==> src/hdl/arpc_pkg.sv <==
// arpc_pkg: shared types and codes for the address cache table
// used by the channel interfaces, the slot cell and the top level
`default_nettype none

package arpc_pkg;

	localparam int unsigned IP_W  = 32;
	localparam int unsigned MAC_W = 48;
	localparam int unsigned OP_W  = 3;
	localparam int unsigned ST_W  = 2;

	typedef enum logic [OP_W-1:0] {
		OP_LOOKUP = 3'd0,
		OP_INSERT = 3'd1,
		OP_UPDATE = 3'd2,
		OP_DELETE = 3'd3,
		OP_INIT   = 3'd4
	} op_t;

	typedef enum logic [ST_W-1:0] {
		ST_OK        = 2'd0,
		ST_NOT_FOUND = 2'd1,
		ST_PRESENT   = 2'd2,
		ST_FULL      = 2'd3
	} status_t;

	// configuration register indexes
	typedef enum logic {
		CFG_LOCAL_IP  = 1'b0,
		CFG_LOCAL_MAC = 1'b1
	} cfg_idx_t;

	// broadcast from the control to every cell
	typedef struct packed {
		logic             exec;
		op_t              op;
		logic [IP_W-1:0]  ip;
		logic [MAC_W-1:0] mac;
		logic [IP_W-1:0]  host_ip;
		logic [MAC_W-1:0] host_mac;
	} cell_cmd_t;

	// per-cell compare results back to the control
	typedef struct packed {
		logic             ip_hit;
		logic             del_hit;
		logic             take;
		logic [MAC_W-1:0] mac;
	} cell_stat_t;

endpackage

`default_nettype wire

==> src/hdl/arpc_cell.sv <==
// arpc_cell: one table slot with its own compare and write-back logic
// depends on arpc_pkg; chained to its neighbours through the free-slot ripple
`default_nettype none

module arpc_cell import arpc_pkg::*; #(
	parameter bit IS_LOCAL = 1'b0
) (
	input  logic       clk,
	input  logic       arst_n,
	input  cell_cmd_t  cmd,
	input  logic       any_ip_hit,
	input  logic       free_in,
	output logic       free_out,
	output cell_stat_t stat
);

	logic             valid_q;
	logic [IP_W-1:0]  ip_q;
	logic [MAC_W-1:0] mac_q;
	logic             ip_hit;
	logic             is_free;
	logic             take;

	assign ip_hit   = valid_q && (ip_q == cmd.ip);
	// the local slot never takes part in insert or delete
	assign is_free  = !IS_LOCAL && !valid_q;
	assign take     = is_free && !free_in;
	assign free_out = free_in || is_free;

	assign stat.ip_hit  = ip_hit;
	assign stat.del_hit = !IS_LOCAL && ip_hit && (mac_q == cmd.mac);
	assign stat.take    = take;
	assign stat.mac     = ip_hit ? mac_q : '0;

	always_ff @(posedge clk or negedge arst_n) begin
		if (!arst_n) begin
			valid_q <= 1'b0;
		end else if (cmd.exec) begin
			unique case (cmd.op)
				OP_INIT: begin
					valid_q <= IS_LOCAL;
				end
				OP_INSERT: begin
					if (take && !any_ip_hit) valid_q <= 1'b1;
				end
				OP_DELETE: begin
					if (stat.del_hit) valid_q <= 1'b0;
				end
				default: ;
			endcase
		end
	end

	always_ff @(posedge clk) begin
		if (cmd.exec) begin
			unique case (cmd.op)
				OP_INIT: begin
					if (IS_LOCAL) begin
						ip_q  <= cmd.host_ip;
						mac_q <= cmd.host_mac;
					end
				end
				OP_INSERT: begin
					if (take && !any_ip_hit) begin
						ip_q  <= cmd.ip;
						mac_q <= cmd.mac;
					end
				end
				OP_UPDATE: begin
					if (ip_hit) mac_q <= cmd.mac;
				end
				default: ;
			endcase
		end
	end

endmodule

`default_nettype wire

==> config.mk <==
export PLATFORM = sky130hd
export DESIGN_NAME = arpc_cell
export DESIGN_NICKNAME = d
export VERILOG_FILES = /design/src/hdl/arpc_pkg.sv /design/src/hdl/arpc_cell.sv
export SDC_FILE = /design/constraint.sdc
export NUM_CORES = 1
export LEC_CHECK = 0
export ABC_AREA = 0
export BUFFER_PORTS_ARGS = -buffer_cell sky130_fd_sc_hd__buf_2
export CAP_MARGIN = 20
export CORE_MARGIN = 4
export CORE_UTILIZATION = 40
export CTS_CLUSTER_DIAMETER = 40
export DETAILED_ROUTE_END_ITERATION = 8
export PLACE_DENSITY = 0.81
export SETUP_SLACK_MARGIN = 0.5
export SLEW_MARGIN = 40
export SYNTH_ARGS = -nofsm -noshare
export SYNTH_HDL_FRONTEND = slang
export SYNTH_SLANG_ARGS = --single-unit
==> constraint.sdc <==
create_clock -name clk -period 4.2 [get_ports clk]
set_input_delay 0.42 -clock clk [delete_from_list [all_inputs] [get_ports clk]]
set_output_delay 0.42 -clock clk [all_outputs]
set_load 0.05 [all_outputs]
# Word level (Yosys, flattened, before mapping)
# Index checks and enable logic that the tools add are counted.
# classes
eq_ne	9
muxes	7
n_reduce_logical	13
# ops
op	n
48-bit 2-to-1 mux	3
48-bit case mux with 2 select lines	1
48-bit equality test	1
32-bit equality test	1
4-bit AND reduction	2
3-bit by 2-bit equality test with 1-bit output, second input constant	2
2-bit != test, second input constant	3
1-bit logical AND	4
3-bit by 1-bit equality test with 1-bit output, second input constant	1
3-bit equality test, second input constant	1
1-bit logical NOT	3
1-bit case mux with 3 select lines	1
3-bit AND reduction	1
3-bit nonzero test	1
1-bit 2-to-1 mux	2
2-bit nonzero test	1
1-bit logical OR	1
# word_totals
ff_bits	81
inputBits	168
output_inout_bits	52
word_cells	32

# Logic depth before layout (Yosys ltp)
# Gate-level depths: netlist (run 1).
# logic_depth
word_depth	5
depth_mapped	6
mapped_depth_nobuf	6

# Least setup slack after synthesis (run 1)
# Ideal clock, no wire load.
# synth_path
path_type	input-to-reg
start	in cmd[140] (netlist bit)
end	reg mac_q[0] (enable)
setup_time_ns	0.470
arrival_ns	3.970
slack_ns	-0.239
stages	6
path_buffers	0
path_cell_list	xnor2_1 nand2_1 or4_4 nor4_4 nand3b_1 a21oi_1
# synth_via
elab_chain_len	4
# synth_rtl
element	line	source
from (decl)	arpc_cell.sv:10	input cell_cmd_t cmd,
32-bit equality test	arpc_cell.sv:24	assign ip_hit = valid_q && (ip_q == cmd.ip);
1-bit logical AND	arpc_cell.sv:24	
2-bit != test (no source line)	-	
4-bit AND reduction (no source line)	-	
to (signal assigned)	arpc_cell.sv:60	mac_q <= cmd.host_mac;
to (signal assigned)	arpc_cell.sv:66	mac_q <= cmd.mac;
to (signal assigned)	arpc_cell.sv:70	if (ip_hit) mac_q <= cmd.mac;
to (decl)	arpc_cell.sv:19	logic [MAC_W-1:0] mac_q;
# No other way between the ends.
# A chain may end at the register's enable or synchronous reset.

==> flow_summary.ini, run 1 <==
[timing]
finalMaxSlewViolations = 0
setup_viol = 0
worstMarginPinSlew_ns = 0.648
setup_tns_ns = 0
period_share_pct = 74.9
finalWorstSetupSlack_ns = 1.05
relSlewSlack_pct = 56.4
fmax_mhz = 318
period_minus_slack_ns = 3.15
rsz0062_at_grt = no
hold_viol = 0
clock_skew_ns = 0.0114

[worst_setup_path]
arrival_ns = 2.73
cp_data_required_time_ns = 3.78
crit_path_start_kind = flop
cp-end-kind = primary output
r2r-end = mac_q[7]
rrSetupSlack_ns = 1.52
crit_type = flop to primary output
r2r-start = ip_q[12]
ff2ff_path_depth = 7
worstPathMaxFanout = 50

[floorplan]
fp.dieW_um = 106
die-area_mm2 = 0.0113
initial_core_util_pct = 41.5
fp-row-count = 35
io_pins = 220
die_y_um = 106
coreArea_mm2 = 0.00933

[final_layout]
multi_input_area_mm2 = 0.00141
syn2layout_area_growth_pct = 27.1
layout.nets = 596
final_cells = 561
fillers = 823
antenna_cells = 0
final_util_pct = 52.7
drive_gt1_share_pct = 37.0
seqCellArea_mm2 = 0.00243

[yosys]
synth_top_area_share_pct = 62.1
ys_seq_elements = 81
syn_area_mm2 = 0.00387
synth_top_area_cell = edfxtp_1
seq_area_frac_synth_pct = 62.7
synth_cell_types = 30
async_flop_share_pct = 1.23
netlist_instances = 281
synth-edff-count = 80
syn_nets = 449
syn_avg_cell_area_um2 = 13.8
ys.flop_type = edfxtp_1
synth.area.top_cells = edfxtp_1 (62%), xnor2_1 (12%), and2_1 (7.8%), xor2_1 (6.6%), nand4_1 (2.1%)
yosysWarnings = 0

[routing]
drtAntennaViolNets = 0
wl_mm = 8.92
dr.pass1.iters = 4
drc = 0
route.vias.total = 2632
routedWlPerCell_um = 15.9
via_per_inst = 4.69
dr.first_iter.drc_count = 123

[clock_network]
clk_latency_ns = 0.35
clock_sinks = 81
cts_tree = yes
cts_buffer_depth = 2
htree_levels = 3
cts-root-buf = clkbuf_8
numCtsBuffers = 9
cts.reportedPaths.clkPinSlew_ns = 0.08

[power]
power_density_mw_per_mm2 = 322
power.leakage_nw = 1.95
vdd_ir_drop_max_uv = 188

[grt]
grt_usage_pct = 15.8
antenna_found_initial = 0
grt_pass1_wl_mm = 13.8
gr-total-overflow = 0
grt_max_degree = 51
grt_pass1_vias = 2768

[place]
portBuffers = 139
dp_slack_ns = 1.23
dpl.hpwl_mm = 6.76
dp_cells = 545
place.gp.congestion = 0.807

[hold_path]
hold_class = input pin to flop
hp-start = cmd[86]
hold_depth = 1
hold_end = mac_q[6]

[flow_run]
max_cap_viol_count = 0

[run_status]
outcome = completed
-- worst max-delay path by stage --
stage,start,end,slack (ns),cells past startpoint
3_5_place_dp,cmd[151],stat[49],1.23,8
5_1_grt,ip_q[12],stat[49],0.80,7
3_3_place_gp,cmd[151],stat[26],1.29,8
6_report,ip_q[12],stat[19],1.05,7
2_1_floorplan,cmd[140],mac_q[0],0.81,6
4_1_cts,ip_q[23],stat[49],1.00,7
-- cell usage after synthesis, drive strengths merged (3+ instances only) --
cell	number
and2	48
xor2	29
o21ai	4
buf	3
edfxtp	80
nand4	13
xnor2	52
clkbuf	4
nor4	10
nor2	6
nor3	3
nand2	8
-- what timing repair did --
item	4_1_cts	5_1_grt
resized for setup	0	0
endpoints found under the hold margin	1	0
hold buffers	1	0
buffers inserted	0	0
-- layout make-up --
class	instances	area share, %
clock buffer	10	2.60
clock inverter	5	1.17
inverter	1	0.0763
multi-input combinational	192	28.7
sequential	81	49.4
tap	129	3.28
timing repair buffer	143	14.8
-- routing by layer --
metal | up-vias | part of all wire, % | track usage (%)
met5 | - | 0 | 0
met4 | 0 | 1.6 | 6.01
met3 | 13 | 7.5 | 4.25
met2 | 102 | 46 | 24.9
met1 | 1221 | 45 | 20.9
li1 | 1296 | - | -
-- power by group --
part	internal (W)	switching [W]	leakage, nW
combinational	0.0000641	0.0000653	1.13
clock	0.000270	0.000277	0.0844
sequential	0.000898	0.00000669	0.734
-- kinds of logic (layout without fill, tap and decap cells) --
| family | Yosys count | after routing | synth area share (%) |
|---|---|---|---|
| flip-flops | 81 | 81 | 62.7 |
| XOR/XNOR | 81 | 81 | 18.3 |
| AO/OA/AOI/OAI | 8 | 8 | 1.29 |
| buffers and inverters | 8 | 159 | 1.13 |
| AND/OR/NAND/NOR | 103 | 103 | 16.5 |
-- cells in the final DEF, fill, tap and decap left out, types with 2 or more instances in the layout --
master / instances
o21ai_0: 4
buf_4: 3
and4_1: 2
nor2_1: 5
nand3b_1: 2
clkinvlp_4: 3
nand2_1: 8
xor2_1: 29
xnor2_1: 52
nand3_1: 2
nand2b_1: 2
edfxtp_1: 80
and2_1: 48
nor4_1: 9
clkbuf_8: 9
and3_1: 2
buf_2: 139
nor3_1: 3
nand4_1: 13
-- registers in the layout, summed over array words and instances (netlist names) --
name	flops
mac_q	48
ip_q	32
valid_q	1
-- worst max-delay path, stage by stage (launching register included) --
cell and delay [ns]:
edfxtp_1 0.39, xnor2_1 0.20, nand2_1 0.08, or4_4 0.49
nor4_4 0.29, buf_4 0.41, and2_1 0.23, buf_2 0.27
-- stage by stage --
stage / power (W) / hold WS [ns] / instance area (µm²)
2_1_floorplan: 0.000980 / 0.124 / 3870
4_1_cts: 0.00160 / 0.251 / 4920
5_1_grt: 0.00164 / 0.244 / 4920
3_3_place_gp: 0.00105 / 0.204 / 4720
3_5_place_dp: 0.00105 / 0.204 / 4720
6_report: 0.00158 / 0.264 / 4920
Note: power is estimated with default switching activity, not from simulation.
==> run 2, diff against run 1 <==
CORE_UTILIZATION = 44   (was 40)
PLACE_DENSITY = 0.84   (was 0.81)
clock period = 3.05 ns   (was 4.2 ns; I/O delays follow)
==> run 2 against run 1 <==
Non-clock buffer count grew 18; clock power rose by 35%; register-to-register slack got worse by 1.0 ns; count of clock-buffer cells in the layout is 1 higher; die area is 8.4% lower; via count up 7.6%; power rose by 37%; hold slack got worse by 0.11 ns; cell count shrank 0.89%; critical path type unchanged; largest cell class unchanged.
==> flow_summary.ini, run 2 (synthesis results as in run 1) <==
[flow_run]
max_cap_viol_count = 0

[final_layout]
reg_top3 = mac_q: 48 flops, ip_q: 32 flops, valid_q: 1 flops
final_util_pct = 68.4
largest_register = mac_q
layout.nets = 614
antenna_cells = 0
final_common_cell = buf_2
final_cells = 556
syn2layout_area_growth_pct = 48.2
drive_gt1_share_pct = 45.7
layout_common_cells = buf_2 (89), edfxtp_1 (80), xnor2_1 (52)
largest_reg_flops = 48

[worst_setup_path]
worstPathMaxFanout = 8
rrSetupSlack_ns = 0.48
r2r-end = mac_q[45]
crit_path_end = stat[8]
crit_path_start_kind = flop
cp-end-kind = primary output
arrival_ns = 2.45
cp-startpoint = ip_q[5]
ff2ff_path_depth = 10
r2r-start = ip_q[5]
crit_type = flop to primary output
cp_data_required_time_ns = 2.74

[timing]
setup_tns_ns = 0
relSlewSlack_pct = 69.7
rsz0062_at_grt = yes
period_minus_slack_ns = 2.76
period_share_pct = 90.4
worstMarginPinSlew_ns = 0.450
setup_viol = 0
clock_skew_ns = 0.0137
finalMaxSlewViolations = 0
fmax_mhz = 363
hold_viol = 0
timing.hold.ws_ns = 0.158

[floorplan]
coreArea_mm2 = 0.00838
io_pins = 220
fp-row-count = 33
die-area_mm2 = 0.0104
initial_core_util_pct = 46.2
fp.dieW_um = 102
die_y_um = 102

[grt]
grt_usage_pct = 19.7
gr-total-overflow = 0
antenna_found_initial = 0
grt_pass1_vias = 3016
grt_max_degree = 49
grt_pass1_wl_mm = 15.4

[clock_network]
cts_buffer_depth = 2
cts.reportedPaths.clkPinSlew_ns = 0.09
clock_sinks = 81
cts_tree = yes
htree_levels = 3
cts-root-buf = clkbuf_8
numCtsBuffers = 9
clk_latency_ns = 0.34

[routing]
drc = 0
routedWlPerCell_um = 19.3
route.vias.total = 2832
dr.pass1.iters = 4
wl_mm = 10.8
drtAntennaViolNets = 0
dr.first_iter.drc_count = 115
via_per_inst = 5.09

[place]
dp_cells = 522
place.gp.congestion = 0.790
dpl.hpwl_mm = 6.73
portBuffers = 139

[hold_path]
hp-start = cmd[126]
hold_class = input pin to flop

[power]
power_density_mw_per_mm2 = 379
vdd_ir_drop_max_uv = 245
power.leakage_nw = 2.20
report.power.total_w = 0.00217

[run_status]
outcome = completed
-- run 2: cell types whose count changed in the layout (fill, tap and decap cells not counted), moves of 4 or more --
cell	delta
and2_4	+29
buf_2	-50
buf_12	+5
buf_6	+22
and2_1	-29
buf_8	+34
clkbuf_16	+4
-- run 2: area by class of cell --
type | instances | area, µm²
clock inverters | 5 | 46.3
well taps | 105 | 131
clock buffers | 11 | 131
multi-input cells | 192 | 1500
inverters | 1 | 3.75
fillers | 556 | 2650
repair buffers | 161 | 1500
flip-flops and latches | 81 | 2430
-- run 2: worst min path at each step --
stage / endpoint / slack, ns / cells after the start
floorplan: valid_q / 0.009 / 0
global placement: valid_q / 0.08 / 1
detailed placement: valid_q / 0.08 / 1
CTS: mac_q[46] / 0.14 / 1
global route: mac_q[46] / 0.13 / 1
finish: mac_q[46] / 0.16 / 1
-- run 2: what timing repair did --
| action | CTS | global route |
|---|---|---|
| resized for setup | 114 | 79 |
| endpoints found under the setup margin | 50 | 98 |
| gates cloned | 3 | 7 |
| pin swaps | 6 | 4 |
| hold buffers | 1 | 0 |
| hold endpoints to repair | 1 | 0 |
| buffers inserted | 4 | 3 |
-- run 2: metrics by stage --
stage / instance area (µm²) / setup slack, ns
after CTS: 5360 / 0.264
after detailed placement: 4710 / 0.384
after floorplan: 3880 / 0.280
after global placement: 4710 / 0.381
final: 5730 / 0.292
after global routing: 5730 / 0.137
-- run 2: metal layers --
metal | wire length (µm) | track usage, % | vias up
li1 | - | - | 1335
met1 | 4390 | 26.1 | 1337
met2 | 5060 | 31.0 | 140
met3 | 1090 | 6.34 | 20
met4 | 207 | 6.24 | 0
met5 | 0 | 0 | -
-- run 2: critical path, stage by stage, from the launching register on --
cell      delay (ns)
edfxtp_1        0.39
xnor2_1         0.25
nand4_1         0.14
or4_4           0.44
nor4_4          0.17
buf_6           0.17
buf_12          0.12
buf_8           0.13
and2_4          0.16
buf_8           0.14
-- run 2: power by group --
group	internal [W]	switching, W
registers	0.00124	0.00000971
logic	0.0000928	0.0000941
clock network	0.000370	0.000371
total	0.00170	0.000475
